`src/design/ssfm_pkg.sv`:
```
// Shared types and constants for the streaming first-match substring search.
// Used by every module of the block and by its port checker.
package ssfm_pkg;

  localparam int NEEDLE_MAX   = 32;
  localparam int OFFSET_BITS  = 32;
  localparam int LEN_W        = 6;
  localparam int NEEDLE_WORDS = 4;
  localparam int CFG_IDX_W    = 3;
  localparam int CFG_DATA_W   = 64;
  localparam int RESULT_OFF_W = 32;

  typedef enum logic [CFG_IDX_W-1:0] {
    REG_NEEDLE_LENGTH  = 3'd0,
    REG_NEEDLE_BYTES_A = 3'd1,
    REG_NEEDLE_BYTES_B = 3'd2,
    REG_NEEDLE_BYTES_C = 3'd3,
    REG_NEEDLE_BYTES_D = 3'd4
  } cfg_reg_e;

  typedef struct packed {
    logic [7:0] text_byte;
    logic       final_byte;
  } in_beat_t;

  typedef struct packed {
    logic                    found;
    logic [RESULT_OFF_W-1:0] match_offset;
  } out_beat_t;

  // Per-beat control handed from the cell chain to the tracker.
  typedef struct packed {
    logic accept;
    logic final_byte;
    logic match;
  } scan_ctrl_t;

endpackage

```
`src/design/substring_search_first_match.sv`:
```
// Streaming first-match substring search over a chain of prefix cells.
// Throughput: one haystack byte per clock while no result beat waits, set by the combinational compare in each cell.
// The result beat is registered and appears in the cycle after the final byte is accepted.
// Input stalls while a result beat waits; a result taken in the same cycle frees the slot.
// Reset (rst_ni low, asynchronous) clears the needle, its length and all match state.
module substring_search_first_match #(
  parameter int NeedleMax  = ssfm_pkg::NEEDLE_MAX,
  parameter int OffsetBits = ssfm_pkg::OFFSET_BITS
) (
  input  logic                            clk_i,
  input  logic                            rst_ni,
  input  logic                            in_valid_i,
  output logic                            in_ready_o,
  input  ssfm_pkg::in_beat_t              in_data_i,
  output logic                            out_valid_o,
  input  logic                            out_ready_i,
  output ssfm_pkg::out_beat_t             out_data_o,
  input  logic                            cfg_we_i,
  input  logic [ssfm_pkg::CFG_IDX_W-1:0]  cfg_idx_i,
  input  logic [ssfm_pkg::CFG_DATA_W-1:0] cfg_data_i
);

  logic [ssfm_pkg::LEN_W-1:0]                                len_q;
  logic [ssfm_pkg::NEEDLE_WORDS-1:0][ssfm_pkg::CFG_DATA_W-1:0] needle_q;
  logic [ssfm_pkg::LEN_W-1:0]                                len_wr;
  logic [NeedleMax:0]                                        chain;
  logic [NeedleMax-1:0]                                      top_hits;
  logic                                                      accept;
  ssfm_pkg::scan_ctrl_t                                      ctrl;

  assign len_wr = (cfg_data_i[ssfm_pkg::LEN_W-1:0] > ssfm_pkg::LEN_W'(NeedleMax)) ?
                  ssfm_pkg::LEN_W'(NeedleMax) : cfg_data_i[ssfm_pkg::LEN_W-1:0];

  always_ff @(posedge clk_i or negedge rst_ni) begin
    if (!rst_ni) begin
      len_q    <= '0;
      needle_q <= '0;
    end else if (cfg_we_i) begin
      case (cfg_idx_i)
        ssfm_pkg::REG_NEEDLE_LENGTH:  len_q       <= len_wr;
        ssfm_pkg::REG_NEEDLE_BYTES_A: needle_q[0] <= cfg_data_i;
        ssfm_pkg::REG_NEEDLE_BYTES_B: needle_q[1] <= cfg_data_i;
        ssfm_pkg::REG_NEEDLE_BYTES_C: needle_q[2] <= cfg_data_i;
        ssfm_pkg::REG_NEEDLE_BYTES_D: needle_q[3] <= cfg_data_i;
        default: ;
      endcase
    end
  end

  assign in_ready_o = !out_valid_o || out_ready_i;
  assign accept     = in_valid_i && in_ready_o;

  // The empty prefix always matches, so the chain is fed a constant one.
  assign chain[0] = 1'b1;

  for (genvar k = 0; k < NeedleMax; k++) begin : g_cell
    ssfm_cell #(
      .CellIdx (k)
    ) u_cell (
      .clk_i         (clk_i),
      .rst_ni        (rst_ni),
      .accept_i      (accept),
      .clear_i       (in_data_i.final_byte),
      .text_byte_i   (in_data_i.text_byte),
      .needle_byte_i (needle_q[k/8][(k%8)*8 +: 8]),
      .needle_len_i  (len_q),
      .prev_hit_i    (chain[k]),
      .hit_o         (chain[k+1]),
      .top_hit_o     (top_hits[k])
    );
  end

  assign ctrl.accept     = accept;
  assign ctrl.final_byte = in_data_i.final_byte;
  assign ctrl.match      = (len_q == '0) || (|top_hits);

  ssfm_tracker #(
    .OffsetBits (OffsetBits)
  ) u_tracker (
    .clk_i        (clk_i),
    .rst_ni       (rst_ni),
    .ctrl_i       (ctrl),
    .needle_len_i (len_q),
    .out_ready_i  (out_ready_i),
    .out_valid_o  (out_valid_o),
    .out_data_o   (out_data_o)
  );

endmodule

```
`src/design/ssfm_cell.sv`:
```
// One cell of the prefix chain: holds the partial-match bit for one needle prefix.
// Depends on ssfm_pkg for the needle length width.
module ssfm_cell #(
  parameter int CellIdx = 0
) (
  input  logic                       clk_i,
  input  logic                       rst_ni,
  input  logic                       accept_i,
  input  logic                       clear_i,
  input  logic [7:0]                 text_byte_i,
  input  logic [7:0]                 needle_byte_i,
  input  logic [ssfm_pkg::LEN_W-1:0] needle_len_i,
  input  logic                       prev_hit_i,
  output logic                       hit_o,
  output logic                       top_hit_o
);

  logic hit_q, hit_d;
  logic hit_new;

  // The prefix of length CellIdx+1 matches if the shorter prefix matched one
  // byte ago and this byte equals needle byte CellIdx.
  assign hit_new   = prev_hit_i && (text_byte_i == needle_byte_i);
  assign top_hit_o = hit_new && (needle_len_i == ssfm_pkg::LEN_W'(CellIdx + 1));
  assign hit_o     = hit_q;

  always_comb begin
    hit_d = hit_q;
    if (accept_i) begin
      hit_d = clear_i ? 1'b0 : hit_new;
    end
  end

  always_ff @(posedge clk_i or negedge rst_ni) begin
    if (!rst_ni) begin
      hit_q <= 1'b0;
    end else begin
      hit_q <= hit_d;
    end
  end

endmodule

```
`src/design/ssfm_tracker.sv`:
```
// Byte counter, first-hit capture and result register of the substring search.
// Depends on ssfm_pkg for the control struct and the result beat type.
module ssfm_tracker #(
  parameter int OffsetBits = ssfm_pkg::OFFSET_BITS
) (
  input  logic                       clk_i,
  input  logic                       rst_ni,
  input  ssfm_pkg::scan_ctrl_t       ctrl_i,
  input  logic [ssfm_pkg::LEN_W-1:0] needle_len_i,
  input  logic                       out_ready_i,
  output logic                       out_valid_o,
  output ssfm_pkg::out_beat_t        out_data_o
);

  localparam int ExtW = (OffsetBits > ssfm_pkg::RESULT_OFF_W) ?
                        OffsetBits : ssfm_pkg::RESULT_OFF_W;

  logic [OffsetBits-1:0] bytes_q, bytes_d;
  logic [OffsetBits-1:0] first_q, first_d;
  logic                  seen_q, seen_d;
  logic                  out_valid_q, out_valid_d;
  ssfm_pkg::out_beat_t   out_data_q, out_data_d;
  logic [OffsetBits-1:0] cand_offset;
  logic [OffsetBits-1:0] hit_offset;
  logic [ExtW-1:0]       first_ext;

  assign cand_offset = (needle_len_i == '0) ? '0 :
                       (bytes_q + OffsetBits'(1) - OffsetBits'(needle_len_i));
  // Offset of the first hit including the current beat, before the stream is cleared.
  assign hit_offset  = (ctrl_i.match && !seen_q) ? cand_offset : first_q;
  assign first_ext   = ExtW'(hit_offset);

  always_comb begin
    bytes_d     = bytes_q;
    first_d     = first_q;
    seen_d      = seen_q;
    out_valid_d = out_valid_q;
    out_data_d  = out_data_q;
    if (out_ready_i) begin
      out_valid_d = 1'b0;
    end
    if (ctrl_i.accept) begin
      if (ctrl_i.match && !seen_q) begin
        seen_d  = 1'b1;
        first_d = cand_offset;
      end
      if (bytes_q != '1) begin
        bytes_d = bytes_q + OffsetBits'(1);
      end
      if (ctrl_i.final_byte) begin
        out_valid_d             = 1'b1;
        out_data_d.found        = seen_d;
        out_data_d.match_offset = seen_d ? first_ext[ssfm_pkg::RESULT_OFF_W-1:0] : '0;
        // The stream is over: start the next one from a clean state.
        bytes_d = '0;
        first_d = '0;
        seen_d  = 1'b0;
      end
    end
  end

  always_ff @(posedge clk_i or negedge rst_ni) begin
    if (!rst_ni) begin
      bytes_q     <= '0;
      first_q     <= '0;
      seen_q      <= 1'b0;
      out_valid_q <= 1'b0;
    end else begin
      bytes_q     <= bytes_d;
      first_q     <= first_d;
      seen_q      <= seen_d;
      out_valid_q <= out_valid_d;
    end
  end

  always_ff @(posedge clk_i) begin
    out_data_q <= out_data_d;
  end

  assign out_valid_o = out_valid_q;
  assign out_data_o  = out_data_q;

endmodule

```
`config.mk`:
```
export PLATFORM = sky130hd
export DESIGN_NAME = substring_search_first_match
export DESIGN_NICKNAME = d
export VERILOG_FILES = /design/src/design/ssfm_pkg.sv /design/src/design/substring_search_first_match.sv /design/src/design/ssfm_cell.sv /design/src/design/ssfm_tracker.sv
export SDC_FILE = /design/constraint.sdc
export NUM_CORES = 1
export LEC_CHECK = 0
export BUFFER_PORTS_ARGS = -buffer_cell sky130_fd_sc_hd__buf_2
export CAP_MARGIN = 10
export CORE_UTILIZATION = 46
export CTS_BUF_LIST = sky130_fd_sc_hd__clkbuf_4 sky130_fd_sc_hd__clkbuf_8 sky130_fd_sc_hd__clkbuf_16
export DETAILED_ROUTE_END_ITERATION = 10
export HOLD_SLACK_MARGIN = 0.1
export PLACE_DENSITY = 0.61
export SLEW_MARGIN = 20
export SYNTH_ARGS = -nofsm -noshare
export SYNTH_HDL_FRONTEND = slang
export SYNTH_SLANG_ARGS = --single-unit
```
`constraint.sdc`:
```
create_clock -name clk_i -period 8.15 [get_ports clk_i]
set_input_delay 0.815 -clock clk_i [delete_from_list [all_inputs] [get_ports clk_i]]
set_output_delay 0.815 -clock clk_i [all_outputs]
set_load 0.1 [all_outputs]
```
## After elaboration in Yosys (flattened, before gate mapping)

Index checks and enable logic that the tools add are counted.

- Input bits: 81
- Output and inout bits: 35
- Flip-flop bits (word level): 392

- Multiplexer cells: 43
- Reductions and logical operators: 80
- Add/subtract/negate cells: 2
- $lt $le $gt $ge: 1
- Eq/ne operators: 69

Operators by type and width:

| cell | count |
|---|---|
| equality test 8 bit | 32 |
| 2-to-1 mux 32 bit | 5 |
| equality test 6 x 5 -> 1 bit (second input constant) | 16 |
| logical AND 1 bit | 65 |
| equality test 6 x 4 -> 1 bit (second input constant) | 8 |
| 2-to-1 mux 1 bit | 37 |
| adder 32 x 1 -> 32 bit (second input constant) | 1 |
| != test 32 bit (second input constant) | 1 |
| OR reduction 32 bit | 1 |
| subtractor 32 x 6 -> 32 bit | 1 |
| equality test 6 x 3 -> 1 bit (second input constant) | 4 |
| AND reduction 2 bit | 7 |
| equality test 6 x 2 -> 1 bit (second input constant) | 2 |
| equality test 3 x 2 -> 1 bit (second input constant) | 2 |
| equality test 6 x 1 -> 1 bit (second input constant) | 1 |
| equality test 6 bit (second input constant) | 1 |
| greater-than comparator 6 bit (second input constant) | 1 |
| logical NOT 6 bit | 1 |
| 2-to-1 mux 6 bit | 1 |
| equality test 3 x 1 -> 1 bit (second input constant) | 1 |
| equality test 3 bit (second input constant) | 1 |
| logical NOT 3 bit | 1 |
| logical NOT 1 bit | 2 |
| logical OR 1 bit | 2 |
| nonzero test 2 bit | 1 |

## Longest topological paths before layout

- Depth after elaboration: 9
- Mapped depth: 14
- Mapped depth without buffers: 12

## Cells and area by module

From an unflattened synthesis, not the netlist that was laid out.

- Cell total of the unflattened synthesis: 1747
- Area total of the unflattened synthesis: 20628.5 sq um

Modules (own cells, without submodules):

| module | instances | area each (sq um) | seq. area each (sq um) | cells each |
|---|---|---|---|---|
| substring_search_first_match | 1 | 9955.8 | 6556.3 | 585 |
| ssfm_tracker | 1 | 5704.2 | 2642.5 | 583 |
| ssfm_cell at g_cell[16].u_cell ... | 8 | 157.7 | 25.0 | 18 |
| ssfm_cell at g_cell[0].u_cell ... | 7 | 155.1 | 25.0 | 18 |
| ssfm_cell at g_cell[20].u_cell ... | 4 | 158.9 | 25.0 | 18 |
| ssfm_cell at g_cell[12].u_cell ... | 3 | 150.1 | 25.0 | 18 |
| ssfm_cell at g_cell[3].u_cell ... | 2 | 157.7 | 25.0 | 19 |
| ssfm_cell at g_cell[22].u_cell ... | 2 | 156.4 | 25.0 | 18 |
| ssfm_cell at g_cell[28].u_cell ... | 2 | 151.4 | 25.0 | 18 |
| ssfm_cell at g_cell[11].u_cell | 1 | 155.1 | 25.0 | 19 |
| ssfm_cell at g_cell[2].u_cell | 1 | 152.6 | 25.0 | 18 |
| ssfm_cell at g_cell[30].u_cell | 1 | 148.9 | 25.0 | 18 |
| ssfm_cell at g_cell[14].u_cell | 1 | 147.6 | 25.0 | 18 |

## Least setup slack after synthesis

No wires, ideal clock.

- Path type: register to register
- Start point: register u_tracker.out_valid_q (netlist: u_tracker.out_valid_o)
- End point: register u_tracker.out_data_q, in the netlist u_tracker.out_data_o[0], enable pin
- Setup time: 423 ps
- Path slack: 3927 ps
- Path buffers: 2
- Clock period less this slack: 4223 ps
- Data arrival time: 3800 ps
- Stages on the path, launching flop included: 6
- Cell sequence: dfrtp_1 nand2b_1 nand2_1 clkbuf_1 buf_1 nor2_1

- Cells in the longest elaborated chain, start to end: 4

RTL lines:

| element | RTL line | text |
|---|---|---|
| start, declared | ssfm_tracker.sv:21 | `logic out_valid_q, out_valid_d;` |
| start signal, assigned | ssfm_tracker.sv:72 | `out_valid_q <= out_valid_d;` |
| logical NOT 1 bit | substring_search_first_match.sv:50 | `assign in_ready_o = !out_valid_o \|\| out_ready_i;` |
| logical OR 1 bit | substring_search_first_match.sv:50 |  |
| net in_ready_o | substring_search_first_match.sv:13 | `output logic in_ready_o,` |
| logical AND 1 bit | substring_search_first_match.sv:51 | `assign accept = in_valid_i && in_ready_o;` |
| AND reduction 2 bit (no source line) | n/a |  |
| end signal, assigned | ssfm_tracker.sv:77 | `out_data_q <= out_data_d;` |
| end, declared | ssfm_tracker.sv:22 | `ssfm_pkg::out_beat_t out_data_q, out_data_d;` |

The timed path passes the listed nets, and every way through them passes these cells.
A chain may end at the register's enable or synchronous reset.

## Worst setup path after layout

- Start point: input port in_data_i[5] in the netlist's numbering
- End point: register u_tracker.first_q[30]

- Cells in the longest elaborated chain, start to end: 8
- Elaborated cells between the ends (all ways): 100

RTL lines:

| element | RTL line | text |
|---|---|---|
| start, declared | substring_search_first_match.sv:14 | `input ssfm_pkg::in_beat_t in_data_i,` |
| equality test 8 bit | ssfm_cell.sv:23 | `assign hit_new = prev_hit_i && (text_byte_i == needle_byte_i);` |
| logical AND 1 bit | ssfm_cell.sv:23 |  |
| logical AND 1 bit | ssfm_cell.sv:24 | `assign top_hit_o = hit_new && (needle_len_i == ssfm_pkg::LEN_W'(CellIdx + 1));` |
| OR reduction 32 bit (*) | substring_search_first_match.sv:75 | `assign ctrl.match = (len_q == '0) \|\| (\|top_hits);` |
| logical OR 1 bit (*) | substring_search_first_match.sv:75 |  |
| logical AND 1 bit (*) | ssfm_tracker.sv:43 | `if (ctrl_i.match && !seen_q) begin` |
| 2-to-1 mux 32 bit (*) (2 in series) | n/a |  |
| end signal, assigned | ssfm_tracker.sv:70 | `first_q <= first_d;` |
| end, declared | ssfm_tracker.sv:19 | `logic [OffsetBits-1:0] first_q, first_d;` |

Mark *: on every way between the ends. The rest lies on a longest branch, timed or not.

==> results.cfg <==
[status]
status = completed

[place]
routabilityCongestion = 0.897
dp_slack_ns = 3.40
portBuffers = 115
dp_cells = 2451
dp_hpwl_um = 35900

[synth]
synthArstFlopShare_pct = 91.6
synthesis.nets = 1936
synth_flop_cell = dfrtp_1
synth_cells = 1847
ys_top_cells_by_count = dfrtp_1, mux2_2, xnor2_1, nand2_1, xor2_1
synth_edf_count = 33
ys_warn_count = 0
yosys.area.top_type = dfrtp_1
synth.most_common_cell = dfrtp_1
syn-cell-area_mm2 = 0.0205
synth_top_area_share_pct = 43.8
yosys-top-cells-area = dfrtp_1, mux2_2, xnor2_1
synth_area_per_cell_um2 = 11.1
ys_seq_area_share_pct = 48.6
ys_ff_latch = 392
yosysUniqueCellTypes = 74

[final_layout]
areaGrowthSynthToFinish_pct = 11.7
diodes = 0
drive_gt1_share_pct = 26.3
multiInputGateArea_mm2 = 0.00995
final_nets = 1993
final_cells = 2525
ff_latch_area_mm2 = 0.00997
fill_cells = 3968

[sta]
tns_ns = 0
period_minus_slack_ns = 4.32
timing_worst_slew_pin_value_ns = 1.07
setup_viol = 0
clock_skew_ns = 0.0224
slew_viol_final = 0
relSlewSlack_pct = 28.9
layout_setup_ws_ns = 3.83
clock.fmax_mhz = 232
whs_ns = 0.278
rsz0062_at_grt = false
final.period_utilization_pct = 53.0
hold_viol = 0

[floorplan]
die_w_um = 213
num_rows = 77
initial_core_util_pct = 46.5
core_area_mm2 = 0.0441
io_pins = 116
die-area_mm2 = 0.0455
die_h_um = 213

[clock_tree]
cts_max_path_buffers = 3
h-tree-depth = 2
cts_sinks = 392
cts_tree = built
clk_pin_slew_ns = 0.05
postCtsSetupBuffers = 0
clk_latency_ns = 0.58
cts_resized = 0
root_buffer = clkbuf_16
ctsHoldBuffers = 0
cts_buffers = 43

[critical_path]
regToRegSetupSlack_ns = 4.07
critical_path.startpoint_type = primary input
arrival_ns = 4.83
end_kind = flop
worstReg2RegEnd = u_tracker.out_data_o[25]
cp_max_fo = 32
setup.worst_path.class = primary input to flop
reg2reg_depth = 11
required_ns = 8.66
reg2reg_from = len_q[1]

[routing]
drt_iter0_markers = 1134
drc_errors = 0
drtPass1Iterations = 7
ant_nets = 0
vias_per_cell = 5.73
via_count = 14467
wl_per_cell_um = 21.5
wl_um = 54400

[global_routing]
grt_max_degree = 161
antenna_found_initial = 1
gr-total-overflow = 0
grt.total_usage_pct = 24.6
grt_pass1_wl_um = 85100
first_global_vias = 14482

[pwr]
total_power_uw = 6130
power.density_mw_per_mm2 = 267
ir_drop_uv = 150
cellLeakagePower_uw = 0.00938

[min_path]
hold_path.class = primary input to asynchronous set/reset pin

[flow_run]
maxCapViolCount = 0
-- flip-flops by register name, summed over array words and instances (netlist names) --
register               cells
u_tracker.seen_q           1
g_cell.u_cell.hit_o       31
u_tracker.bytes_q         32
u_tracker.out_data_o      33
len_q                      6
needle_q                 256
u_tracker.out_valid_o      1
u_tracker.first_q         32
-- stage by stage --
stage / utilization (%) / cell area (µm²)
finish: 52.0 / 22900
global route: 52.0 / 22900
CTS: 52.0 / 22900
detailed placement: 48.7 / 21500
global placement: 48.7 / 21500
floorplan: - / 20500
-- critical path: stages --
cell       delay (ns)
buf_2            0.08
buf_4            0.57
xor2_1           0.14
nor4_1           0.63
nand4b_1         0.24
a211o_1          0.32
o31ai_1          0.07
a2111oi_0        0.13
buf_4            0.21
or2_2            0.50
nor3_1           0.82
a22o_1           0.25
-- cells by family after synthesis --
group                    count (synthesis)  synth area share [%]
XOR/XNOR                               305                  13.0
multiplexers                           261                  14.3
buffers and inverters                  141                  3.16
AND/OR/NAND/NOR                        506                  12.3
AO/OA/AOI/OAI                          234                  8.11
adder cells (fa/ha/maj)                  8                 0.524
flip-flops                             392                  48.6
-- where the power goes --
group	internal [µW]	switching (µW)	total, µW	leakage, µW
clock	1170	804	1970	0.000719
sequential	2370	274	2640	0.00479
combinational	671	849	1520	0.00388
total	4200	1930	6130	0.00938
-- layer usage --
| layer | vias up | GRT usage, % | share of wire [%] |
|---|---|---|---|
| met1 | 7335 | 32.5 | 44 |
| met5 | - | 0 | 0.022 |
| met4 | 2 | 8.42 | 3.2 |
| met3 | 100 | 4.04 | 4.5 |
| met2 | 377 | 40.8 | 48 |
| li1 | 6653 | - | - |
-- worst max-delay path by stage --
stage,cells past startpoint,end,startpoint
finish,12,u_tracker.first_q[30],in_data_i[5]
global route,12,u_tracker.first_q[30],in_data_i[5]
CTS,12,u_tracker.first_q[30],in_data_i[5]
detailed placement,12,u_tracker.first_q[30],in_data_i[5]
global placement,11,u_tracker.first_q[30],in_data_i[1]
floorplan,5,u_tracker.out_data_o[0],u_tracker.out_valid_o
-- layout by cell type (no fill, tap or decap), types with 4 or more instances in the layout --
| cell | count |
|---|---|
| dfrtp_1 | 359 |
| mux2_2 | 258 |
| xnor2_1 | 224 |
| nand2_1 | 178 |
| buf_2 | 113 |
| xor2_1 | 81 |
| o21ai_0 | 66 |
| nor2_1 | 63 |
| nand3_1 | 58 |
| clkbuf_16 | 44 |
| nand4_1 | 43 |
| nor3_1 | 43 |
| o31ai_1 | 42 |
| edfxtp_1 | 33 |
| buf_4 | 26 |
| nor4_1 | 25 |
| and3_1 | 20 |
| a21o_1 | 18 |
| a22o_1 | 16 |
| nand2b_1 | 13 |
| clkbuf_4 | 13 |
| inv_1 | 12 |
| a21oi_1 | 12 |
| clkbuf_8 | 11 |
| or3_1 | 9 |
| a32o_1 | 9 |
| nor2b_1 | 8 |
| a31o_2 | 8 |
| a31oi_1 | 7 |
| o311ai_0 | 7 |
| ha_1 | 7 |
| a32oi_1 | 6 |
| and4_1 | 6 |
| a2111oi_0 | 6 |
| and2_1 | 5 |
| a211oi_1 | 5 |
| a211o_1 | 5 |
| a221o_1 | 4 |
-- layout make-up --
cell class	instances	area share, %
Sequential cell	392	43.5
Clock buffer	68	5.89
Tap cell	592	3.23
Timing Repair Buffer	141	3.47
Multi-Input combinational cell	1314	43.4
Clock inverter	6	0.311
Inverter	12	0.196
No activity file was read; power rests on OpenSTA's default activity.
